$ cat src/design/rdpd_root_cell.sv
`default_nettype none
module rdpd_root_cell #(
    parameter int SW = 32
) (
    input  wire logic          clk,
    input  wire logic          rst_n,
    input  wire logic          v_in,
    input  wire logic [34:0]   rem_in,
    input  wire logic [31:0]   root_in,
    input  wire logic [63:0]   bits_in,
    input  wire logic [SW-1:0] side_in,
    output logic               v_out,
    output logic [34:0]        rem_out,
    output logic [31:0]        root_out,
    output logic [63:0]        bits_out,
    output logic [SW-1:0]      side_out
);

    logic [34:0]   acc;
    logic [34:0]   trial;
    logic          ge;
    logic          v_reg;
    logic [34:0]   rem_reg, rem_next;
    logic [31:0]   root_reg, root_next;
    logic [63:0]   bits_reg, bits_next;
    logic [SW-1:0] side_reg;

    always_comb
    begin
        acc       = {rem_in[32:0], bits_in[63:62]};
        trial     = {1'b0, root_in, 2'b01};
        ge        = (acc >= trial);
        rem_next  = ge ? (acc - trial) : acc;
        root_next = {root_in[30:0], ge};
        bits_next = {bits_in[61:0], 2'b00};
    end

    always_ff @(posedge clk or negedge rst_n)
    begin
        if (!rst_n)
        begin
            v_reg <= 1'b0;
        end
        else
        begin
            v_reg <= v_in;
        end
    end

    always_ff @(posedge clk)
    begin
        rem_reg  <= rem_next;
        root_reg <= root_next;
        bits_reg <= bits_next;
        side_reg <= side_in;
    end

    assign v_out    = v_reg;
    assign rem_out  = rem_reg;
    assign root_out = root_reg;
    assign bits_out = bits_reg;
    assign side_out = side_reg;

endmodule
`default_nettype wire

$ cat config.mk
export PLATFORM = sky130hd
export DESIGN_NAME = rdpd_root_cell
export DESIGN_NICKNAME = d
export VERILOG_FILES = /design/src/design/rdpd_root_cell.sv
export SDC_FILE = /design/constraint.sdc
export NUM_CORES = 1
export LEC_CHECK = 0
export ABC_AREA = 0
export BUFFER_PORTS_ARGS = -buffer_cell sky130_fd_sc_hd__buf_2
export CORE_AREA = 2 2 126 128
export CTS_CLUSTER_SIZE = 20
export DETAILED_ROUTE_END_ITERATION = 8
export DIE_AREA = 0 0 128 130
export GPL_TIMING_DRIVEN = 0
export PLACE_DENSITY_LB_ADDON = 0.05
export SYNTH_ARGS = -nofsm -noshare
export SYNTH_HDL_FRONTEND = slang
export SYNTH_SLANG_ARGS = --single-unit
$ cat constraint.sdc
create_clock -name clk -period 0.8 [get_ports clk]
set_input_delay 0.08 -clock clk [delete_from_list [all_inputs] [get_ports clk]]
set_output_delay 0.08 -clock clk [all_outputs]
set_load 0.01 [all_outputs]
-- Word-level counts from Yosys, hierarchy flattened
Cells that the tools add are included.
- $add $sub $neg: 1
- magnitude comparators: 1
- mux-type cells: 1
- operators by type and width (cell ; count):
    greater-or-equal comparator 35 x 34 -> 1 bit ; 1
    2-to-1 mux 35 bit ; 1
    subtractor 35 x 34 -> 35 bit ; 1
- flip-flop bits (word level): 162
- bits of input ports: 166
- output and inout port bits: 164
- logic and storage cells: 8

-- Logic depth before layout (Yosys ltp)
- depth after elaboration: 2
- gate-level depth with buffers: 12
- depth with buffers taken out: 10

-- Worst setup path after synthesis
No wires, ideal clock.
- path kind: input port to flip-flop
- start point: in root_in[5]
- end point: reg rem_reg[28], in the netlist rem_out[28]
- setup time: 0.121 ns
- data arrival time: 2.233 ns
- data required time: 0.679 ns
- path slack: -1.555 ns
- stages: 11
- path buffers: 1
- path through: inv_1 ha_1 and4_1 nand3b_1 o2111a_1 o21a_4 a311oi_4 nor3_4 nor2_4 buf_8 mux2_4
- longest elaborated chain between the ends: 2
- elaborated cells between the ends (all ways): 3
- classes of those cells: add/sub (1); order compare (1); mux (1)
- ends and longest elaborated chain (element ; line ; RTL):
    start, declared ; 9 ; input wire logic [31:0] root_in,
    subtractor 35 x 34 -> 35 bit / greater-or-equal comparator 35 x 34 -> 1 bit (equally long branches) ; 33, 32 ;
    2-to-1 mux 35 bit * ; 33 ; rem_next = ge ? (acc - trial) : acc;
    via rem_next[28] ; 23 ; logic [34:0] rem_reg, rem_next;
    end signal, assigned ; 52 ; rem_reg <= rem_next;
    end, declared ; 23 ;
Mark *: on every way through the listed nets, which the timed path passes. The rest lies on a longest branch.

-- Worst setup path after layout
- start point: in root_in[8]
- end point: reg rem_reg[14], in the netlist rem_out[14]
Same word-level chain as after synthesis.

==> impl_metrics.env <==
export IMPL_gp_congestion=0.8589
export IMPL_hold_violations=0
export IMPL_cp_slowest_cell="a311oi_4"
export IMPL_crit_arrival_ns=2.42
export IMPL_io_buffers=325
export IMPL_yosysSeqAreaShare_pct=54.97
export IMPL_avgSynthCellArea_um2=11.47
export IMPL_synthesis_instances=515
export IMPL_synth_simple_area_share_pct=8.385
export IMPL_grt_max_degree=18
export IMPL_cts_made_buffers=17
export IMPL_fin_crit_ns=2.110
export IMPL_detailedPlace_worstSlack_ns=-2.014
export IMPL_critical_path_buf_inv_count=5
export IMPL_power_mw=24.02
export IMPL_ctsRootBufferMaster="clkbuf_16"
export IMPL_path_clk_slew_ns=0.07
export IMPL_cp_required_ns=1.11
export IMPL_final_nets=1249
export IMPL_drtIter0Drc=242
export IMPL_cp_cell_sequence="buf_12 > inv_12 > ha_4 > and4_1 > nand3b_1 > o2111a_1 > o21a_4 > a311oi_4 > nor3_4 > nor2_4 > buf_12 > buf_12 > buf_12 > mux2_4"
export IMPL_antenna_found_initial=6
export IMPL_met3WireLength_um=1271
export IMPL_fin_crit_sh_pct=263.7
export IMPL_synth_top_family_by_area="compound AO/OA/AOI/OAI gates"
export IMPL_ys_types=63
export IMPL_start_util_pct=38.31
export IMPL_cts_buffer_depth=2
export IMPL_status="finished, violations left"
export IMPL_top_layer="met4"
export IMPL_synth_compound_gate_area_share_pct=12.85
export IMPL_ys_async_sr_fraction_pct=0.6173
export IMPL_rsz0062_at_grt="true"
export IMPL_hp_class="in2reg"
export IMPL_grt_pass1_wl_um=31150
export IMPL_max_stage_delay_ns=0.32
export IMPL_wl_met1_um=8193
export IMPL_hold_path_startpoint="bits_in[62]"
export IMPL_max_freq_ghz=0.4740
export IMPL_rows=46
export IMPL_synth_fa_ha_area_share_pct=7.199
export IMPL_startpoint="root_in[8]"
export IMPL_drv_cap=0
export IMPL_dieArea_mm2=0.01664
export IMPL_path_class="in2reg"
export IMPL_ys_ff_latch=162
export IMPL_die_h_um=130
export IMPL_vias_per_cell=4.721
export IMPL_cp_common_cell="buf_12"
export IMPL_dr_pass1_iters=4
export IMPL_vias=5948
export IMPL_placed_cells=1033
export IMPL_path_delay_family="compound AO/OA/AOI/OAI gates"
export IMPL_final_cells=1260
export IMPL_fin_tns_setup_ns=-65.51
export IMPL_ir_worst_vdd_uv=1389
export IMPL_drive_gt1_share_pct=53.95
export IMPL_gr_total_overflow=0
export IMPL_powerDensity_mw_per_mm2=2098
export IMPL_area_growth_pct=93.73
export IMPL_fin_ws_ns=-1.310
export IMPL_grt_pass1_vias=6153
export IMPL_dr_wl_met2_um=11630
export IMPL_syn_area_mm2=0.005909
export IMPL_final_util_pct=74.22
export IMPL_finalWirelength_um=21900
export IMPL_tritoncts="done"
export IMPL_drc_errors=0
export IMPL_ant_nets=0
export IMPL_wl_per_cell_um=17.38
export IMPL_synth_edf_count=0
export IMPL_setup_viol=198
export IMPL_failed_checks="setup timing"
export IMPL_grt_util_all_layers_pct=24.18
export IMPL_core_mm2=0.01542
export IMPL_muxShareOfSynthArea_pct=7.559
export IMPL_ctsHtreeMaxLevel=4
export IMPL_dp_hpwl_um=13520
export IMPL_leakagePower_nw=5.363
export IMPL_numClockSinks=162
export IMPL_io_pins=330
export IMPL_cp_start_kind="input port"
export IMPL_fp_dieW_um=128
export IMPL_synthXorXnorAreaFrac_pct=4.595
export IMPL_synth_main_ff_cell="dfxtp_1"
export IMPL_final_max_slew_viol_count=0
export IMPL_ys_warn_count=0
export IMPL_end_kind="flop"
export IMPL_crit_fanout=6
==> timing repair <==
action                     in CTS  in global routing
gates cloned                    1                  0
pin swaps                      26                 10
hold endpoints to repair      161                  0
hold buffers                  162                  0
resized for setup             129                146
setup buffers                  24                  4
setup endpoints to repair     198                198
==> path summary, 6_finish.rpt <==
path / endpoint / slack, ns / cells after the start
max in group asynchronous: v_out / 0.17 / 3
min in group asynchronous: v_out / 0.51 / 3
worst min-delay path: rem_out[1] / 0.06 / 4
worst max-delay path: rem_out[14] / -1.31 / 14
==> registers in the layout (all words and copies together) (netlist names) <==
register	count
rem_out	35
bits_out	62
root_out	32
side_out	32
v_out	1
==> final cells by class <==
type / instances / area (µm²)
diodes: 6 / 15.01
plain buffers: 8 / 87.58
clock buffers: 18 / 429.2
clock inverters: 14 / 217.7
fillers: 1043 / 3976
inverters: 45 / 198.9
multi-input cells: 299 / 2706
flip-flops and latches: 162 / 3367
well taps: 192 / 240.2
repair buffers: 516 / 4187
==> per-stage QoR <==
step / hold WS (ns) / area (µm²)
2_1_floorplan: -0.2156 / 6046
3_3_place_gp: -0.1446 / 7913
3_5_place_dp: -0.1443 / 7913
4_1_cts: 0.04565 / 10860
5_1_grt: 0.06500 / 11450
6_report: 0.05902 / 11450
==> cells by family (layout without fill, tap and decap cells) <==
kind of cell	count (synthesis)	after routing
flops	162	162
compound gates	106	106
simple gates	94	94
buf+inv	55	601
fa+ha+maj	34	34
mux	32	32
xor+xnor	31	31
other cells	1	8
==> cell usage in the layout, fill, tap and decap left out, types with 4 or more instances in the layout <==
cell / instances
buf_2: 223
dlygate4sd3_1: 162
buf_6: 104
dfxtp_2: 95
dfxtp_1: 66
inv_1: 38
mux2_4: 27
a21oi_1: 25
buf_4: 24
nand2_1: 23
nor2_1: 22
xnor2_1: 19
ha_1: 17
clkbuf_16: 17
o21ai_0: 12
xor2_1: 11
o21a_1: 10
ha_4: 10
a21o_1: 9
nor3_1: 8
nand4_1: 8
ha_2: 7
diode_2: 6
inv_6: 6
a21oi_2: 6
buf_12: 6
o21ai_1: 5
and3_1: 4
a21oi_4: 4
nor2b_1: 4
o21bai_1: 4
and2_1: 4
bufinv_16: 4
==> cell usage after synthesis, types with 3 or more instances <==
master | n | share of area [%]
a21oi_2 | 3 | 0.44
o21ai_0 | 18 | 1.5
xnor2_1 | 20 | 3.0
mux2_2 | 5 | 0.95
nor2b_1 | 4 | 0.42
o21bai_1 | 4 | 0.51
mux2i_1 | 3 | 0.51
and2_1 | 4 | 0.42
nand2_1 | 24 | 1.5
nor2_1 | 22 | 1.4
a21oi_1 | 32 | 2.7
ha_1 | 34 | 7.2
inv_1 | 44 | 2.8
o21a_1 | 10 | 1.3
o211ai_1 | 3 | 0.38
xor2_1 | 11 | 1.6
nand3_1 | 3 | 0.25
mux2_4 | 24 | 6.1
nand4_1 | 8 | 0.85
clkbuf_1 | 4 | 0.25
a21o_1 | 9 | 1.1
dfxtp_1 | 161 | 55
nor3_1 | 11 | 0.93
and3_1 | 5 | 0.53
==> tightest hold or removal path: stages <==
cell and delay [ns]:
buf_2 0.12, inv_1 0.05, ha_1 0.12, mux2i_1 0.06
==> metal layers <==
metal / vias up / track usage [%]
met1: 2805 / 25.95
met5: - / 0
met4: 0 / 11.18
li1: 2851 / -
met2: 237 / 44.23
met3: 55 / 6.847
==> where the power goes <==
group	internal [mW]	switching [mW]	total, mW	leakage [nW]
registers	8.89	0.294	9.18	1.37
clock network	5.34	3.55	8.90	0.315
logic	3.42	2.52	5.94	3.68
total	17.6	6.37	24.0	5.36
No activity file was read; power rests on OpenSTA's default activity.
