## src/design/rdpd_div_cell.sv

```systemverilog
`default_nettype none
module rdpd_div_cell #(
    parameter int DW = 32,
    parameter int NB = 32,
    parameter int SW = 1
) (
    input  wire logic          clk,
    input  wire logic          rst_n,
    input  wire logic          v_in,
    input  wire logic [DW-1:0] rem_in,
    input  wire logic [DW-1:0] dvs_in,
    input  wire logic [NB-1:0] bits_in,
    input  wire logic [NB-1:0] quo_in,
    input  wire logic [SW-1:0] side_in,
    output logic               v_out,
    output logic [DW-1:0]      rem_out,
    output logic [DW-1:0]      dvs_out,
    output logic [NB-1:0]      bits_out,
    output logic [NB-1:0]      quo_out,
    output logic [SW-1:0]      side_out
);

    logic [DW:0]   trial;
    logic [DW:0]   diff;
    logic          ge;
    logic          v_reg;
    logic [DW-1:0] rem_reg, rem_next;
    logic [DW-1:0] dvs_reg;
    logic [NB-1:0] bits_reg, bits_next;
    logic [NB-1:0] quo_reg, quo_next;
    logic [SW-1:0] side_reg;

    always_comb
    begin
        trial     = {rem_in, bits_in[NB-1]};
        diff      = trial - {1'b0, dvs_in};
        ge        = (trial >= {1'b0, dvs_in});
        rem_next  = ge ? diff[DW-1:0] : trial[DW-1:0];
        bits_next = {bits_in[NB-2:0], 1'b0};
        quo_next  = {quo_in[NB-2:0], ge};
    end

    always_ff @(posedge clk or negedge rst_n)
    begin
        if (!rst_n)
        begin
            v_reg <= 1'b0;
        end
        else
        begin
            v_reg <= v_in;
        end
    end

    always_ff @(posedge clk)
    begin
        rem_reg  <= rem_next;
        dvs_reg  <= dvs_in;
        bits_reg <= bits_next;
        quo_reg  <= quo_next;
        side_reg <= side_in;
    end

    assign v_out    = v_reg;
    assign rem_out  = rem_reg;
    assign dvs_out  = dvs_reg;
    assign bits_out = bits_reg;
    assign quo_out  = quo_reg;
    assign side_out = side_reg;

endmodule
`default_nettype wire

```

## config.mk

```make
export PLATFORM = sky130hd
export DESIGN_NAME = rdpd_div_cell
export DESIGN_NICKNAME = d
export VERILOG_FILES = /design/src/design/rdpd_div_cell.sv
export SDC_FILE = /design/constraint.sdc
export NUM_CORES = 1
export LEC_CHECK = 0
export ABC_AREA = 1
export BUFFER_PORTS_ARGS = -buffer_cell sky130_fd_sc_hd__buf_2
export CAP_MARGIN = 20
export CORE_ASPECT_RATIO = 1.1
export CORE_MARGIN = 2
export CORE_UTILIZATION = 49
export CTS_BUF_LIST = sky130_fd_sc_hd__clkbuf_8
export CTS_CLUSTER_DIAMETER = 40
export DETAILED_ROUTE_END_ITERATION = 16
export PLACE_DENSITY = 0.84
export SLEW_MARGIN = 10
export SYNTH_ARGS = -nofsm -noshare
export SYNTH_HDL_FRONTEND = slang
export SYNTH_SLANG_ARGS = --single-unit
```

## constraint.sdc

```tcl
create_clock -name clk -period 0.8 [get_ports clk]
set_input_delay 0.12 -clock clk [delete_from_list [all_inputs] [get_ports clk]]
set_output_delay 0.12 -clock clk [all_outputs]
set_load 0.01 [all_outputs]
```

==> results of run 1 <==
[cells by family after synthesis]
group,count (synthesis)
AND/OR/NAND/NOR,419
buffers and inverters,163
flip-flops,129
adder cells (fa/ha/maj),33
AO/OA/AOI/OAI,24
XOR/XNOR,14
other,1
[per-stage QoR]
stage	setup TNS (ns)	util, %	hold slack (ns)	setup slack, ns	cells
CTS	-43.61	94.2	0.00151	-0.449	1444
detailed placement	-33.67	71.2	-0.104	-1.07	1265
global placement	-31.98	71.2	-0.106	-1.04	1265
floorplan	-22.18	-	-0.176	-0.686	783
[cell usage after synthesis, drive strengths merged (8+ instances only)]
cell | n | area share, %
a21oi | 21 | 1.8
and2 | 8 | 0.86
nor2 | 40 | 2.9
dfxtp | 128 | 44
inv | 152 | 9.8
buf | 11 | 1.5
nand3 | 68 | 7.3
xor2 | 13 | 2.0
nand2 | 282 | 19
nand3b | 10 | 1.3
ha | 32 | 6.9
nor3 | 8 | 0.86
[repair_timing]
item                                    4_1_cts
cloned                                        2
buffers inserted                             19
pin swaps                                    47
endpoints found under the hold margin       127
gates resized for setup                     215
endpoints found under the setup margin      162
hold buffers                                128
==> flow_metrics.env, run 1 <==
export IMPL_worst_endpoint="rem_out[11]$_DFF_P_/D"
export IMPL_syn_inst=783
export IMPL_core_rowCount=41
export IMPL_async_reset_ff_share_pct=0.775
export IMPL_status="did not finish"
export IMPL_ys_seq_elements=129
export IMPL_start_util_pct=50.4
export IMPL_synth_top_family_by_area="simple AND/OR/NAND/NOR gates"
export IMPL_numCtsBuffers=17
export IMPL_synth_edff_count=0
export IMPL_dp_hpwl_mm=14.6
export IMPL_synth_fa_ha_area_share_pct=7.26
export IMPL_yosysUniqueCellTypes=32
export IMPL_synth_simple_gate_area_share_pct=32.4
export IMPL_io_pins=262
export IMPL_dpl_cell_area_um2=8180
export IMPL_htree_levels=4
export IMPL_fp_dieH_um=118
export IMPL_clkSinkCount=129
export IMPL_grt_max_degree=17
export IMPL_yosysSeqAreaShare_pct=44.7
export IMPL_failing_step="5_1_grt"
export IMPL_ys_flop_type="dfxtp_1"
export IMPL_gp_congestion=0.913
export IMPL_cts_max_path_buffers=2
export IMPL_synth_warnings=0
export IMPL_portBuffers=259
export IMPL_endpoint_type="register input"
export IMPL_error_line="[ERROR DPL-0038] Utilization greater than 100%, impossible to legalize"
export IMPL_synth_area_um2=5790
export IMPL_die_w_um=108
export IMPL_synth_compound_area_share_pct=2.12
export IMPL_clock_root_buffer="clkbuf_8"
export IMPL_synth_mux_area_share_pct=0
export IMPL_syn_nets=948
export IMPL_synthXorXnorAreaFrac_pct=2.12
export IMPL_syn_avg_cell_area_um2=7.40
==> inputs of run 2 (changes only) <==
--- a/config.mk
+++ b/config.mk
@@ -8,13 +8,10 @@
 export ABC_AREA = 1
 export BUFFER_PORTS_ARGS = -buffer_cell sky130_fd_sc_hd__buf_2
 export CAP_MARGIN = 20
-export CORE_ASPECT_RATIO = 1.1
 export CORE_MARGIN = 2
-export CORE_UTILIZATION = 49
-export CTS_BUF_LIST = sky130_fd_sc_hd__clkbuf_8
-export CTS_CLUSTER_DIAMETER = 40
+export CORE_UTILIZATION = 40
 export DETAILED_ROUTE_END_ITERATION = 16
-export PLACE_DENSITY = 0.84
+export PLACE_DENSITY_LB_ADDON = 0.15
 export SLEW_MARGIN = 10
 export SYNTH_ARGS = -nofsm -noshare
 export SYNTH_HDL_FRONTEND = slang
==> run 2 against run 1 <==
Compared with the run above:
- the flow now finishes, with violations (negative setup slack)
- synthesized cell count unchanged
- area after synthesis unchanged
==> flow_metrics.env, run 2 <==
export IMPL_cpMaxStageDelayCell="ha_4"
export IMPL_clock_fmax_ghz=0.692
export IMPL_syn_avg_cell_area_um2=7.40
export IMPL_status="complete, but fails checks"
export IMPL_grt_pass1_vias=7331
export IMPL_most_common_layout_cells="195 x nand2_1, 155 x buf_2, 117 x dlygate4sd3_1"
export IMPL_path_max_fanout=8
export IMPL_layout_commonest_cell="nand2_1"
export IMPL_power_density_nw_per_um2=1880
export IMPL_period_share_pct=181
export IMPL_drt_pass1_iterations=6
export IMPL_crit_top_cell="nand2_1"
export IMPL_synth_top_area_share_pct=44.2
export IMPL_drv_slew=0
export IMPL_drc=0
export IMPL_timing_hold_violations_final=0
export IMPL_yosysUniqueCellTypes=32
export IMPL_area_growth_syn_to_layout_pct=110
export IMPL_startpoint_type="input port"
export IMPL_setup_viol=162
export IMPL_vias=7358
export IMPL_die_w_um=124
export IMPL_syn_inst=783
export IMPL_grt_pass1_wl_mm=38.2
export IMPL_dp_cells=1290
export IMPL_yosysSeqAreaShare_pct=44.7
export IMPL_dp_hpwl_mm=13.8
export IMPL_maxCapViolCount=0
export IMPL_synth_area_um2=5790
export IMPL_path_depth=14
export IMPL_setup_slack_ns=-0.644
export IMPL_synth_warnings=0
export IMPL_dieArea_um2=15500
export IMPL_wl_mm=29.0
export IMPL_p_leak_nw=6.19
export IMPL_grt_usage_pct=31.2
export IMPL_fp_dieH_um=124
export IMPL_layout_min_cycle_time_ns=1.44
export IMPL_dp_slack_ns=-1.11
export IMPL_portBuffers=259
export IMPL_path_class="in -> reg"
export IMPL_path_clk_slew_ns=0.06
export IMPL_viasPerCell=4.94
export IMPL_hold_slack_ns=0.0164
export IMPL_cp_startpoint="dvs_in[18]"
export IMPL_worstPathCellList="buf_2 > inv_2 > ha_4 > nand2_1 > nand2_1 > nand2_1 > nand2_2 > nand2_2 > a21oi_4 > nor2_4 > buf_8 > buf_16 > nand3_2 > nand2_1"
export IMPL_irDropWorstVdd_uv=1460
export IMPL_syn_nets=948
export IMPL_io_pins=262
export IMPL_path_delay_family="simple AND/OR/NAND/NOR gates"
export IMPL_ys_seq_elements=129
export IMPL_cp_arrival_ns=1.81
export IMPL_max_stage_delay_ns=0.26
export IMPL_endpoint="rem_out[20]"
export IMPL_synth_common_cells="276 x nand2_1, 149 x inv_1, 128 x dfxtp_1, 52 x nand3_1, 34 x nor2_1"
export IMPL_async_reset_ff_share_pct=0.775
export IMPL_fin_util_pct=87.0
export IMPL_violations="negative setup slack"
export IMPL_tritoncts="done"
export IMPL_synth_edff_count=0
export IMPL_fin_nets=1459
export IMPL_drt_first_iter_violations=468
export IMPL_fin_cells=1489
export IMPL_cts_max_path_buffers=2
export IMPL_htree_levels=4
export IMPL_numCtsBuffers=17
export IMPL_synth_area_leaders="dfxtp_1 44%, nand2_1 18%, inv_1 9.7%"
export IMPL_layout_drive_gt1_share_pct=57.6
export IMPL_antenna_found_initial=2
export IMPL_wl_per_cell_um=19.5
export IMPL_cp_end_kind="flip-flop"
export IMPL_ant_nets=0
export IMPL_setup_tns_ns=-44.50
export IMPL_ys_flop_type="dfxtp_1"
export IMPL_cp_num_buf_inv=4
export IMPL_cp_required_ns=1.17
export IMPL_fp_coreArea_um2=14000
export IMPL_gp_congestion=0.911
export IMPL_synth_top_cell_by_area="dfxtp_1"
export IMPL_synth_most_common_cell="nand2_1"
export IMPL_clock_root_buffer="clkbuf_16"
export IMPL_overflow=0
export IMPL_core_rowCount=43
export IMPL_rsz0062_at_grt="yes"
export IMPL_grt_max_degree=17
export IMPL_clkSinkCount=129
export IMPL_start_util_pct=41.4
export IMPL_hp_class="in -> reg"
run 2: metal layers:
| layer | GRT usage (%) | vias to the layer above | routed length (µm) |
|---|---|---|---|
| met4 | 13.9 | 0 | 1820 |
| met2 | 57.2 | 405 | 14700 |
| met5 | 0 | - | 0 |
| li1 | - | 3401 | - |
| met1 | 34.0 | 3412 | 10500 |
| met3 | 7.39 | 140 | 1920 |
run 2: cell type report:
| cell class | instances | area (µm²) |
|---|---|---|
| timing repair buffer | 497 | 4200 |
| sequential | 129 | 2690 |
| fill | 688 | 1810 |
| antenna | 2 | 5.00 |
| inverter | 152 | 596 |
| tap | 180 | 225 |
| clock buffer | 18 | 439 |
| multi-input combinational | 497 | 3840 |
| clock inverter | 14 | 190 |
run 2: logic make-up after synthesis:
kind of cell / Yosys count / synth area share (%)
AO/OA/AOI/OAI: 24 / 2.12
adder cells (fa/ha/maj): 33 / 7.26
flip-flops: 129 / 44.7
buffers and inverters: 163 / 11.4
other: 1 / 0.0647
XOR/XNOR: 14 / 2.12
AND/OR/NAND/NOR: 419 / 32.4
run 2: what timing repair did:
item / CTS / global route
endpoints found under the hold margin: 116 / 0
setup buffers: 28 / 13
gates cloned: 9 / 0
gates resized for setup: 254 / 222
pin swaps: 56 / 45
setup endpoints to repair: 162 / 162
hold buffers: 117 / 0
run 2: worst min-delay path by stage:
stage               startpoint     endpoint  slack [ns]  cells past startpoint
global placement         rst_n        v_out       -0.11                      1
finish              rem_in[30]  rem_out[31]        0.02                      4
detailed placement       rst_n        v_out        -0.1                      1
floorplan                rst_n        v_out       -0.18                      0
global route        rem_in[22]  rem_out[23]        0.03                      4
CTS                  rem_in[0]   rem_out[1]       0.007                      3
run 2: through the flow:
stage | instance area (µm²) | total power, mW
after detailed placement | 8170 | 11.6
after global placement | 8170 | 11.6
after floorplan | 6140 | 9.71
after CTS | 11300 | 21.5
final | 12200 | 22.9
after global routing | 12200 | 23.6
run 2: power by group:
part | total (mW) | internal, mW | leakage, nW | switching (mW)
logic | 6.89 | 3.42 | 4.79 | 3.47
clock network | 8.61 | 5.10 | 0.307 | 3.51
registers | 7.37 | 7.09 | 1.09 | 0.282
total | 22.9 | 15.6 | 6.19 | 7.26
(Power assumes the default switching activity.)
